===== config.mk =====
export PLATFORM = sky130hd
export DESIGN_NAME = animation_frame_selector
export DESIGN_NICKNAME = d
export VERILOG_FILES = /design/src/afs_pkg.sv /design/src/afs_rem.sv /design/src/animation_frame_selector.sv
export SDC_FILE = /design/constraint.sdc
export NUM_CORES = 1
export LEC_CHECK = 0
export ABC_AREA = 1
export BUFFER_PORTS_ARGS = -buffer_cell sky130_fd_sc_hd__buf_2
export CORE_MARGIN = 10
export CORE_UTILIZATION = 45
export CTS_CLUSTER_SIZE = 10
export DETAILED_ROUTE_END_ITERATION = 12
export GPL_TIMING_DRIVEN = 0
export HOLD_SLACK_MARGIN = 0.03
export PLACE_DENSITY = 0.69
export REMOVE_ABC_BUFFERS = 1
export SYNTH_ARGS = -nofsm -noshare
export SYNTH_HDL_FRONTEND = slang
export SYNTH_SLANG_ARGS = --single-unit

===== constraint.sdc =====
create_clock -name clk -period 3.6 [get_ports clk]
set_input_delay 0.72 -clock clk [delete_from_list [all_inputs] [get_ports clk]]
set_output_delay 0.72 -clock clk [all_outputs]
set_load 0.01 [all_outputs]

===== src/afs_pkg.sv =====
// Package for the animation frame selector: request and result types,
// opcode and register codes, widths and reset constants.
// No dependencies; every other file of the block imports it.
package afs_pkg;

  localparam int MAX_FRAMES_DEF = 16;

  localparam int OPC_W      = 1;
  localparam int ENTRY_W    = 4;
  localparam int DUR_W      = 16;
  localparam int TIME_W     = 32;
  localparam int TOTAL_W    = 20;
  localparam int FRAME_W    = 4;
  localparam int FC_W       = 5;
  localparam int CFG_IDX_W  = 2;
  localparam int CFG_DATA_W = 5;

  // The remainder unit retires two dividend bits per cycle.
  localparam int DIV_STEPS = TIME_W / 2;
  localparam int DIV_CNT_W = $clog2(DIV_STEPS);

  localparam logic [DUR_W-1:0] DEFAULT_DUR = DUR_W'(100);

  localparam logic [OPC_W-1:0] OP_LOAD  = 1'b0;
  localparam logic [OPC_W-1:0] OP_QUERY = 1'b1;

  localparam logic [CFG_IDX_W-1:0] CFG_FRAME_COUNT  = 2'd0;
  localparam logic [CFG_IDX_W-1:0] CFG_LOOP_ENABLE  = 2'd1;
  localparam logic [CFG_IDX_W-1:0] CFG_REVERSE_MODE = 2'd2;

  typedef struct packed {
    logic [OPC_W-1:0]   opcode;
    logic [ENTRY_W-1:0] entry_index;
    logic [DUR_W-1:0]   duration_value;
    logic [TIME_W-1:0]  elapsed_time;
  } afs_req_t;

  typedef struct packed {
    logic [FRAME_W-1:0] frame_index;
    logic               finished;
  } afs_resp_t;

  typedef enum logic [2:0] {
    ST_CLEAR,
    ST_IDLE,
    ST_LOAD_RD,
    ST_LOAD_WR,
    ST_DIV,
    ST_PREP,
    ST_WALK
  } afs_state_t;

endpackage


===== src/afs_rem.sv =====
// Remainder unit: elapsed time modulo the total duration, two bits per cycle
// by restoring division. Depends on afs_pkg for widths.
module afs_rem (
  input  logic                          clk,
  input  logic                          rst_n,
  input  logic                          start,
  input  logic [afs_pkg::TIME_W-1:0]    dividend,
  input  logic [afs_pkg::TOTAL_W-1:0]   divisor,
  output logic                          done,
  output logic [afs_pkg::TOTAL_W-1:0]   remainder
);
  import afs_pkg::*;

  logic                 busy_r, busy_nxt;
  logic                 done_r, done_nxt;
  logic [DIV_CNT_W-1:0] cnt_r, cnt_nxt;
  logic [TIME_W-1:0]    dvd_r, dvd_nxt;
  logic [TOTAL_W-1:0]   dsr_r, dsr_nxt;
  logic [TOTAL_W-1:0]   rem_r, rem_nxt;

  // One restoring step. The partial remainder stays below the divisor, so
  // a single compare and subtract keeps it there.
  function automatic logic [TOTAL_W-1:0] rem_step(input logic [TOTAL_W-1:0] r,
                                                  input logic b,
                                                  input logic [TOTAL_W-1:0] d);
    logic [TOTAL_W:0] t;
    t = {r, b};
    if (t >= {1'b0, d}) begin
      t = t - {1'b0, d};
    end
    return t[TOTAL_W-1:0];
  endfunction

  always_comb begin
    busy_nxt = busy_r;
    done_nxt = 1'b0;
    cnt_nxt  = cnt_r;
    dvd_nxt  = dvd_r;
    dsr_nxt  = dsr_r;
    rem_nxt  = rem_r;
    if (start) begin
      busy_nxt = 1'b1;
      cnt_nxt  = '0;
      dvd_nxt  = dividend;
      dsr_nxt  = divisor;
      rem_nxt  = '0;
    end else if (busy_r) begin
      rem_nxt = rem_step(rem_step(rem_r, dvd_r[TIME_W-1], dsr_r), dvd_r[TIME_W-2], dsr_r);
      dvd_nxt = {dvd_r[TIME_W-3:0], 2'b00};
      cnt_nxt = cnt_r + 1'b1;
      if (cnt_r == DIV_CNT_W'(DIV_STEPS - 1)) begin
        busy_nxt = 1'b0;
        done_nxt = 1'b1;
      end
    end
  end

  always_ff @(posedge clk) begin
    if (!rst_n) begin
      busy_r <= 1'b0;
      done_r <= 1'b0;
      cnt_r  <= '0;
    end else begin
      busy_r <= busy_nxt;
      done_r <= done_nxt;
      cnt_r  <= cnt_nxt;
    end
  end

  always_ff @(posedge clk) begin
    dvd_r <= dvd_nxt;
    dsr_r <= dsr_nxt;
    rem_r <= rem_nxt;
  end

  assign done      = done_r;
  assign remainder = rem_r;

endmodule


===== src/animation_frame_selector.sv =====
// Top level of the animation frame selector: duration table memory, total,
// configuration registers and the request sequencer.
// Depends on afs_pkg and instantiates afs_rem.
//
// A request is taken when start is high and busy is low; each request gives
// exactly one result, shown on out_resp for one cycle with out_valid high,
// and the receiver cannot hold it off. After reset the block sweeps the
// duration table to 100 ticks per entry, one entry a cycle, so busy stays
// high until the sweep is done; no request is taken before that. A load
// makes one memory read of the old duration, then the write of the new one
// and the update of the running total. A query runs the remainder unit (two
// dividend bits a cycle), then walks table entries through the single memory
// read port, at most the frames in use; a query with looping off and the
// total reached answers on the next cycle, and a zero total skips the
// remainder unit. The configuration port is always ready; registers must be
// written only while the block is idle; the block itself does not enforce it.
module animation_frame_selector #(
  parameter int MAX_FRAMES = afs_pkg::MAX_FRAMES_DEF
) (
  input  logic                              clk,
  input  logic                              rst_n,
  input  logic                              start,
  output logic                              busy,
  input  afs_pkg::afs_req_t                 in_req,
  output logic                              out_valid,
  output afs_pkg::afs_resp_t                out_resp,
  input  logic                              cfg_valid,
  output logic                              cfg_ready,
  input  logic [afs_pkg::CFG_IDX_W-1:0]     cfg_index,
  input  logic [afs_pkg::CFG_DATA_W-1:0]    cfg_data
);
  import afs_pkg::*;

  // Table address width and width of a frame count (0..MAX_FRAMES).
  localparam int IDX_W = (MAX_FRAMES > 1) ? $clog2(MAX_FRAMES) : 1;
  localparam int CNT_W = $clog2(MAX_FRAMES + 1);
  localparam int NW    = (CNT_W > FC_W) ? CNT_W : FC_W;
  localparam logic [TOTAL_W-1:0] TOTAL_RESET = TOTAL_W'(MAX_FRAMES * 100);

  afs_state_t state_r, state_nxt;

  // Configuration registers.
  logic [FC_W-1:0] frame_count_r;
  logic            loop_enable_r;
  logic            reverse_mode_r;

  // Running total and the request being worked on.
  logic [TOTAL_W-1:0] total_r, total_nxt;
  afs_req_t           req_r, req_nxt;
  logic [CNT_W-1:0]   n_r, n_nxt;
  logic               fin_r, fin_nxt;
  logic [TOTAL_W-1:0] rem_r, rem_nxt;
  logic [CNT_W-1:0]   pos_r, pos_nxt;
  logic [IDX_W-1:0]   clr_r, clr_nxt;

  // Result register.
  logic      out_valid_r, out_valid_nxt;
  afs_resp_t out_resp_r, out_resp_nxt;

  // Duration table, one write port and one registered read port.
  logic [DUR_W-1:0] mem [MAX_FRAMES];
  logic             mem_we, mem_re;
  logic [IDX_W-1:0] mem_wa, mem_ra;
  logic [DUR_W-1:0] mem_wd, rdata_r;

  logic               accept;
  logic [NW-1:0]      fc_ext, n_clamp;
  logic [CNT_W-1:0]   n_cfg;
  logic               q_done;
  logic               div_start, div_done;
  logic [TOTAL_W-1:0] div_rem;
  logic               ld_valid;
  logic [IDX_W+ENTRY_W-1:0] ld_addr_wide;
  logic [IDX_W-1:0]   ld_addr;
  logic               walk_hit, walk_last;
  logic [CNT_W-1:0]   pos_inc;
  logic [CNT_W-1:0]   rd_pos, rd_phys;
  logic [CNT_W-1:0]   fin_cnt, frame_cnt;
  logic [CNT_W+FRAME_W-1:0] frame_wide;

  assign accept    = start && (state_r == ST_IDLE);
  assign busy      = (state_r != ST_IDLE);
  assign cfg_ready = 1'b1;

  // Frames in use: zero acts as one, anything above the table depth as the depth.
  always_comb begin
    fc_ext = NW'(frame_count_r);
    if (fc_ext == '0) begin
      n_clamp = NW'(1);
    end else if (fc_ext > NW'(MAX_FRAMES)) begin
      n_clamp = NW'(MAX_FRAMES);
    end else begin
      n_clamp = fc_ext;
    end
    n_cfg = n_clamp[CNT_W-1:0];
  end

  assign q_done = (in_req.elapsed_time >= TIME_W'(total_r));

  // A load aimed past the table depth is dropped but still answers.
  assign ld_valid     = (32'(req_r.entry_index) < MAX_FRAMES);
  assign ld_addr_wide = (IDX_W + ENTRY_W)'(req_r.entry_index);
  assign ld_addr      = ld_addr_wide[IDX_W-1:0];

  // Walk: rdata_r holds the duration of position pos_r; the next position is
  // read in the same cycle, when the walk steps past pos_r.
  assign pos_inc   = pos_r + 1'b1;
  assign walk_hit  = ({{(TOTAL_W-DUR_W){1'b0}}, rdata_r} <= rem_r);
  assign walk_last = (pos_inc == n_r);

  assign div_start = accept && (in_req.opcode == OP_QUERY) &&
                     !(!loop_enable_r && q_done) && (total_r != '0);

  afs_rem u_rem (
    .clk       (clk),
    .rst_n     (rst_n),
    .start     (div_start),
    .dividend  (in_req.elapsed_time),
    .divisor   (total_r),
    .done      (div_done),
    .remainder (div_rem)
  );

  // Next state.
  always_comb begin
    state_nxt = state_r;
    unique case (state_r)
      ST_CLEAR: begin
        if (clr_r == IDX_W'(MAX_FRAMES - 1)) begin
          state_nxt = ST_IDLE;
        end
      end
      ST_IDLE: begin
        if (start) begin
          if (in_req.opcode == OP_LOAD) begin
            state_nxt = ST_LOAD_RD;
          end else if (!loop_enable_r && q_done) begin
            state_nxt = ST_IDLE;
          end else if (total_r == '0) begin
            state_nxt = ST_PREP;
          end else begin
            state_nxt = ST_DIV;
          end
        end
      end
      ST_LOAD_RD: state_nxt = ST_LOAD_WR;
      ST_LOAD_WR: state_nxt = ST_IDLE;
      ST_DIV: begin
        if (div_done) begin
          state_nxt = ST_PREP;
        end
      end
      ST_PREP: state_nxt = ST_WALK;
      ST_WALK: begin
        if (!walk_hit || walk_last) begin
          state_nxt = ST_IDLE;
        end
      end
      default: state_nxt = ST_IDLE;
    endcase
  end

  // Frame from the count of entries stepped over: forward it is the count,
  // backward it counts down from the last frame; running off the end clamps.
  always_comb begin
    if (state_r == ST_WALK && walk_hit) begin
      fin_cnt = pos_inc;
    end else begin
      fin_cnt = pos_r;
    end
    if (fin_cnt == n_r) begin
      frame_cnt = reverse_mode_r ? '0 : n_r - 1'b1;
    end else begin
      frame_cnt = reverse_mode_r ? n_r - 1'b1 - fin_cnt : fin_cnt;
    end
  end

  // Read address of a walk position, mapped backward in reverse mode.
  always_comb begin
    rd_phys = reverse_mode_r ? n_r - 1'b1 - rd_pos : rd_pos;
  end

  // Datapath and memory control.
  always_comb begin
    total_nxt     = total_r;
    req_nxt       = req_r;
    n_nxt         = n_r;
    fin_nxt       = fin_r;
    rem_nxt       = rem_r;
    pos_nxt       = pos_r;
    clr_nxt       = clr_r;
    out_valid_nxt = 1'b0;
    out_resp_nxt  = out_resp_r;
    mem_we        = 1'b0;
    mem_wa        = ld_addr;
    mem_wd        = req_r.duration_value;
    mem_re        = 1'b0;
    mem_ra        = ld_addr;
    rd_pos        = '0;
    frame_wide    = (CNT_W + FRAME_W)'(frame_cnt);
    unique case (state_r)
      ST_CLEAR: begin
        mem_we  = 1'b1;
        mem_wa  = clr_r;
        mem_wd  = DEFAULT_DUR;
        clr_nxt = clr_r + 1'b1;
      end
      ST_IDLE: begin
        if (start) begin
          req_nxt = in_req;
          n_nxt   = n_cfg;
          fin_nxt = q_done;
          rem_nxt = '0;
          if (in_req.opcode == OP_QUERY && !loop_enable_r && q_done) begin
            frame_wide               = (CNT_W + FRAME_W)'(n_cfg - 1'b1);
            out_valid_nxt            = 1'b1;
            out_resp_nxt.frame_index = frame_wide[FRAME_W-1:0];
            out_resp_nxt.finished    = 1'b1;
          end
        end
      end
      ST_LOAD_RD: begin
        mem_re = ld_valid;
      end
      ST_LOAD_WR: begin
        if (ld_valid) begin
          mem_we    = 1'b1;
          total_nxt = total_r - {{(TOTAL_W-DUR_W){1'b0}}, rdata_r}
                    + {{(TOTAL_W-DUR_W){1'b0}}, req_r.duration_value};
        end
        out_valid_nxt            = 1'b1;
        out_resp_nxt.frame_index = '0;
        out_resp_nxt.finished    = 1'b0;
      end
      ST_DIV: begin
        if (div_done) begin
          rem_nxt = div_rem;
        end
      end
      ST_PREP: begin
        rd_pos  = '0;
        mem_re  = 1'b1;
        mem_ra  = rd_phys[IDX_W-1:0];
        pos_nxt = '0;
      end
      ST_WALK: begin
        if (walk_hit && !walk_last) begin
          rd_pos  = pos_inc;
          mem_re  = 1'b1;
          mem_ra  = rd_phys[IDX_W-1:0];
          rem_nxt = rem_r - {{(TOTAL_W-DUR_W){1'b0}}, rdata_r};
          pos_nxt = pos_inc;
        end else begin
          out_valid_nxt            = 1'b1;
          out_resp_nxt.frame_index = frame_wide[FRAME_W-1:0];
          out_resp_nxt.finished    = fin_r;
        end
      end
      default: begin
        out_valid_nxt = 1'b0;
      end
    endcase
  end

  // Control state and configuration registers.
  always_ff @(posedge clk) begin
    if (!rst_n) begin
      state_r        <= ST_CLEAR;
      clr_r          <= '0;
      total_r        <= TOTAL_RESET;
      out_valid_r    <= 1'b0;
      frame_count_r  <= FC_W'(1);
      loop_enable_r  <= 1'b1;
      reverse_mode_r <= 1'b0;
    end else begin
      state_r     <= state_nxt;
      clr_r       <= clr_nxt;
      total_r     <= total_nxt;
      out_valid_r <= out_valid_nxt;
      if (cfg_valid && cfg_ready) begin
        unique case (cfg_index)
          CFG_FRAME_COUNT:  frame_count_r  <= cfg_data[FC_W-1:0];
          CFG_LOOP_ENABLE:  loop_enable_r  <= cfg_data[0];
          CFG_REVERSE_MODE: reverse_mode_r <= cfg_data[0];
          default: ;
        endcase
      end
    end
  end

  // Payload registers.
  always_ff @(posedge clk) begin
    req_r      <= req_nxt;
    n_r        <= n_nxt;
    fin_r      <= fin_nxt;
    rem_r      <= rem_nxt;
    pos_r      <= pos_nxt;
    out_resp_r <= out_resp_nxt;
  end

  // Duration table.
  always_ff @(posedge clk) begin
    if (mem_we) begin
      mem[mem_wa] <= mem_wd;
    end
  end

  always_ff @(posedge clk) begin
    if (mem_re) begin
      rdata_r <= mem[mem_ra];
    end
  end

  assign out_valid = out_valid_r;
  assign out_resp  = out_resp_r;

endmodule


Word-level counts from Yosys, hierarchy flattened
Memory sizes are Yosys's and may differ from the RTL's. A register that Yosys moved wholly into a read port is not among the register bits.
Cells that the tools add are included.
W data, S select, Z words.
Storage, ports and cells
  bits in registers: 169
  bits in writable memories: 256
  output and inout bits: 8
  word-level logic and storage cells: 146
  memories: 1
Operators by class
  add/subtract/negate cells: 12
  order comparisons: 5
  equality and inequality tests: 20
  muxes and demuxes: 50
  bitwise gates (word level): 2
  reductions and logical operators: 35
Memory list
  mem: depth 16, bits a word 16, read ports 1, clocked after Yosys merged registers in 1, wr ports 1, RTL line animation_frame_selector.sv:61  | logic [DUR_W-1:0] mem [MAX_FRAMES];
Operators with widths (number)
  $mux W20: 7
  $mux W32: 2
  $pmux W20 S3: 1
  $ge A21 B20 Y1: 2
  $sub A20 B16 Y20: 2
  $sub A20 B20 Y20: 2
  $mux W5: 7
  $ge A32 B20 Y1: 1
  $mux W4: 8
  $add A20 B16 Y20: 1
  $le A16 B20 Y1: 1
  $logic_not A20 Y1: 1
  $reduce_bool A20 Y1: 1
  $mux W3: 6
  $pmux W3 S6: 1
  $mux W16: 1
  $pmux W5 S3: 1
  $mux W1: 12
  $reduce_and A4 Y1: 3
  $eq A5 B5 Y1: 2
  $pmux W5 S2: 1
  $reduce_and A2 Y1: 5
  $eq A3 B3 Y1 const B: 3
  $logic_and A1 B1 Y1: 9
  other kinds (26): 44

Logic depth before layout (Yosys ltp)
  depth in word-level cells: 10
  depth in mapped cells: 30
  gate-level depth less buffers: 28

Hierarchy
From an unflattened synthesis, not the netlist that was laid out.
Unflattened totals
  cells, all modules: 2973
  area total of the unflattened synthesis: 25177.9 um^2
Modules (own cells, without submodules)
  animation_frame_selector: times used 1, cells each 2018, area each 18908.1 um^2, sequential area each 10550.1 um^2
  afs_rem: times used 1, cells each 955, area each 6269.8 um^2, sequential area each 2082.0 um^2

Worst setup path before layout
No wires, ideal clock.
  kind: reg-to-reg
  from: register u_rem.dsr_r[18]
  to: register u_rem.rem_r[19], in the netlist u_rem.remainder[19]
  setup time: 0.114 ns
  arrival: 3.792 ns
  required time: 3.486 ns
  setup slack: -0.306 ns
  cell stages (with the launch flop): 27
  clock period less this slack: 3.906 ns
  path through: edfxtp_1 > inv_1 > ha_1 > nand2_1 > nor3_1 > nand2_1 > o21a_1 > nand3_1 > clkbuf_1 > nand2_1 > o21ai_0 > inv_1 > ha_1 > a21o_1 > a21oi_1 > nand2_1 > nand2_1 > nand2_1 > a21oi_1 > o21ai_1 > nand2_1 > nand2_1 > a21oi_1 > buf_2 > nand3_1 > nand3_1 > nand2_1
Between the ends
  cells in the longest elaborated chain, start to end: 6
  elaborated cells on any way between the ends: 8
RTL lines
  start, declared: RTL line afs_rem.sv:18  | logic [TOTAL_W-1:0] dsr_r, dsr_nxt;
  start signal, assigned: RTL line afs_rem.sv:72  | dsr_r <= dsr_nxt;
  $sub A20 B20 Y20 or $ge A21 B20 Y1 (tied branches): RTL line afs_rem.sv:29, afs_rem.sv:28
  $mux W20: RTL line afs_rem.sv:28  | if (t >= {1'b0, d}) begin
  $mux W20: RTL line afs_rem.sv:47  | end else if (busy_r) begin
  $mux W20: RTL line afs_rem.sv:41  | if (start) begin
  $sub A20 B20 Y20 or $ge A21 B20 Y1 (tied branches): RTL line afs_rem.sv:29, afs_rem.sv:28
  $mux W20 *: RTL line afs_rem.sv:28
  end signal, assigned: RTL line afs_rem.sv:73  | rem_r <= rem_nxt;
  end, declared: RTL line afs_rem.sv:19  | logic [TOTAL_W-1:0] rem_r, rem_nxt;
Every way passes the cells marked *; elsewhere a longest branch is shown, timed or not. The select of a mux whose other input is x is not followed.
A chain may end at the register's enable or synchronous reset.

Final worst setup path
  from: register u_rem.rem_r[0], in the netlist u_rem.remainder[0]
  to: register u_rem.rem_r[3], in the netlist u_rem.remainder[3]
Between the ends
  cells in the longest elaborated chain, start to end: 6
  elaborated cells on any way between the ends: 8
RTL lines (RTL line)
  $sub A20 B20 Y20 or $ge A21 B20 Y1 (tied branches): afs_rem.sv:29, afs_rem.sv:28
  $mux W20 *: afs_rem.sv:28
  $mux W20 *: afs_rem.sv:47
  $mux W20 *: afs_rem.sv:41
  $sub A20 B20 Y20 or $ge A21 B20 Y1 (tied branches): afs_rem.sv:29, afs_rem.sv:28
  $mux W20 *: afs_rem.sv:28
Marks and branches as above.

==> flow_summary.toml <==
[status]
status = "complete, but fails checks"
violations = "negative setup slack"

[synth]
synthCells = 2735
synth_xor_xnor_area_share = 0.0238
ys_seq_elements = 441
synthTopCellsByArea = "edfxtp_1, nand2_1, nand3_1"
yosysTopAreaCellShare = 0.469
synth-adder-area-share = 0.0734
synth_top_family_by_area = "simple AND/OR/NAND/NOR gates"
synth_compound_area_frac = 0.0665
synthDistinctLibCells = 53
async_flop_share = 0
avgSynthCellArea_sq_um = 8.89
syn_area_sq_mm = 0.0243
synth_top_cell_by_area = "edfxtp_1"
synth_simple_gate_area_frac = 0.233
yosysWarnings = 0
muxShareOfSynthArea = 0
ys_seq_area_frac = 0.519
synth_ff_type = "edfxtp_1"
synth_edf_count = 380

[floorplanning]
io_pins = 72
num_rows = 85
dieArea_sq_mm = 0.0638
initial_core_util = 0.453
die_w_um = 252
die_h_um = 252
core_sq_mm = 0.0537

[cts]
clock_latency_ns = 0.61
htreeDepth = 2
hold_buffers = 0
clk_pin_slew_ns = 0.06
clk_path_buf_depth = 3
cts_sinks = 441
cts_root_buffer = "clkbuf_16"
numCtsBuffers = 53
cts_tree = "yes"

[run]
maxCapViolations = 0

[sta]
post-route-period-util = 1.14
hold_viol_final = 0
rsz0062_at_grt = "true"
fin_ws_ns = -0.488
min_period_ns = 4.09
fin_skew_ns = 0.0268
fmax_mhz = 245
setup_viol = 36
worst_pin_slew_ns = 1.05
finalMaxSlewViolations = 0
slew_headroom = 0.295

[global_routing]
use_met2 = 0.389
grt_max_degree = 72
grt_pass1_vias = 19899
use_met3 = 0.0436
grt_use_met1 = 0.267
grt_overflow = 0
grt_pass1_wl_um = 112000
busiest_layer = "met2"
antenna_found_initial = 0
grt_usage = 0.225

[critical_path]
worst-setup-path-type = "flop to flop"
cp-start-kind = "flop"
r2r-start = "u_rem.remainder[0]"
cp_slowest_cell = "dfxtp_2"
crit_path_end_kind = "flop"
cp.buffers_inverters = 4
critPathMaxStageDelay_ns = 0.47
setup.worst_path.start = "u_rem.remainder[0]"
worstPathArrival_ns = 4.58
cp_max_fo = 8
crit_family = "simple AND/OR/NAND/NOR gates"
crit_required_ns = 4.09

[hold_path]
worstHoldStart = "in_req[33]"
hold_path.class = "input pin to flop"

[layout]
fill_cells = 4416
area_growth_pct = 23.3
post-route-util = 0.559
final_area_sq_mm = 0.0300
drive_gt1_frac = 0.208
finalNetCount = 3117
diodes = 0
fin_cells = 3653

[detailed_routing]
drtIter0Drc = 2011
wl_per_cell_um = 20.2
wirelength_um = 73900
ant_nets = 0
via_per_inst = 5.58
dr.pass1.iters = 6
route.detailed.drc = 0
vias = 20379

[place]
portBuffers = 70
place_ws_ns = -2.88
place_inst = 3422
place_area_sq_mm = 0.0255
hpwl_um = 45200
gp_congestion = 0.932

[power_and_ir_drop]
ir_worst_vdd_v = 0.000454
p_per_area_mw_per_mm2 = 637
p_leak_nw = 13.0
-- cell type report --
type	count	area [sq um]	share of cell area
Clock buffer	79	1450	0.0485
Clock inverter	10	150	0.00501
Inverter	396	1540	0.0513
Multi-Input combinational cell	1808	11400	0.381
Sequential cell	441	12700	0.422
Tap cell	696	871	0.0290
Timing Repair Buffer	218	1870	0.0624
Timing Repair inverter	5	36.3	0.00121
-- power breakdown --
group,switching (W),total (W),internal [W]
clock,0.00212,0.00505,0.00293
sequential,0.000303,0.00706,0.00676
combinational,0.00450,0.00699,0.00249
total,0.00692,0.0191,0.0122
-- worst paths after layout --
kind / endpoint / slack [ns] / cells after the start
setup / recovery: u_rem.remainder[3] / -0.49 / 26
hold / removal: req_r[33] / 0.28 / 1
setup reg to reg: u_rem.remainder[3] / -0.49 / 26
hold reg to reg: u_rem.dsr_r[15] / 0.43 / 0
-- registers in the layout (all words and copies together), names as in the netlist, 5 cells and up --
| register | count |
|---|---|
| rem_r | 20 |
| fc_ext | 5 |
| rdata_r | 16 |
| pos_r | 5 |
| out_resp | 5 |
| u_rem.remainder | 20 |
| total_r | 20 |
| n_r | 5 |
| u_rem.dvd_r | 32 |
| req_r | 16 |
| u_rem.dsr_r | 20 |
| mem | 256 |
-- kinds of logic (layout without fill, tap and decap cells) --
logic type | after synthesis | after routing
AND/OR/NAND/NOR | 1310 | 1322
AO/OA/AOI/OAI | 289 | 289
XOR/XNOR | 66 | 66
buffers and inverters | 498 | 708
flip-flops | 441 | 441
adder cells (fa/ha/maj) | 130 | 130
other | 1 | 1
-- cell usage after synthesis, types with 2 or more instances --
cell and number:
inv_2 5, xnor2_1 34, ha_1 109, nand2_2 4
o211ai_1 15, or2_2 5, buf_6 12, nor2_1 126
xor2_1 32, o21ai_1 4, nand3_1 406, nor3_1 17
edfxtp_1 380, nor3b_1 2, fa_1 21, buf_2 34
nand4_1 30, o21ai_0 103, o21bai_1 7, nor4_1 12
nand3_2 3, nand3b_1 3, clkinv_1 2, dfxtp_1 61
nand2_1 693, inv_1 389, o21a_1 2, o31ai_1 4
nand2_4 4, buf_4 6, o21ai_2 2, a31o_2 3
a21boi_0 2, a31oi_1 7, clkbuf_1 47, a221oi_1 4
a211oi_1 5, nor2_2 2, a21oi_1 116, a21o_1 9
-- metal layers --
layer,wire (um),up-vias
li1,-,9559
met1,28400,9708
met2,36400,860
met3,5650,252
met4,3470,0
met5,0,-
-- cells in the final DEF (no fill, tap or decap), types with 15 or more instances in the layout --
| cell type | n |
|---|---|
| nor2_4 | 16 |
| buf_4 | 102 |
| dfxtp_1 | 48 |
| o21ai_2 | 18 |
| clkbuf_16 | 55 |
| nand3_2 | 43 |
| nor2_1 | 100 |
| buf_2 | 70 |
| o211ai_1 | 15 |
| a21oi_1 | 97 |
| fa_1 | 19 |
| ha_4 | 45 |
| buf_6 | 15 |
| inv_1 | 349 |
| o21ai_0 | 82 |
| buf_8 | 19 |
| nand2_2 | 41 |
| edfxtp_1 | 380 |
| nand2_4 | 18 |
| nand3_1 | 359 |
| nand2_1 | 641 |
| xnor2_1 | 34 |
| clkbuf_1 | 23 |
| nand4_1 | 30 |
| xor2_1 | 32 |
| a21oi_2 | 16 |
| inv_2 | 36 |
| ha_1 | 59 |
-- stage by stage --
stage	total power, W	setup TNS, ns	hold slack [ns]
after floorplan	0.0105	-127.36	0.408
after global placement	0.0119	-1258.83	0.415
after detailed placement	0.0124	-468.33	0.416
after CTS	0.0186	-8.47	0.257
after global routing	0.0200	-17.79	0.271
final	0.0191	-12.29	0.279
-- worst register-to-register path, stage by stage (launching register included) --
cell and delay [ns]:
dfxtp_2 0.47, ha_4 0.26, nand3_1 0.10, nand3_2 0.10, nand3_2 0.08, nand2_2 0.09
nand4_1 0.20, buf_4 0.19, nand3_2 0.16, o21ai_2 0.20, inv_1 0.09, ha_4 0.24
a21o_1 0.19, a21oi_2 0.19, nand2_4 0.09, nand2_4 0.09, nand2_4 0.06, a21oi_4 0.22
o21ai_2 0.11, nand2_2 0.09, nand2_2 0.07, a21oi_4 0.16, buf_6 0.17, buf_8 0.14
nand3b_1 0.08, nand3_1 0.08, nand2_1 0.07
-- timing repair --
| action | 4_1_cts | 5_1_grt |
|---|---|---|
| gates cloned | 19 | 2 |
| setup endpoints to repair | 591 | 172 |
| pin swaps | 101 | 57 |
| resized for setup | 304 | 84 |
| buffers inserted | 95 | 27 |
(Power assumes the default switching activity.)
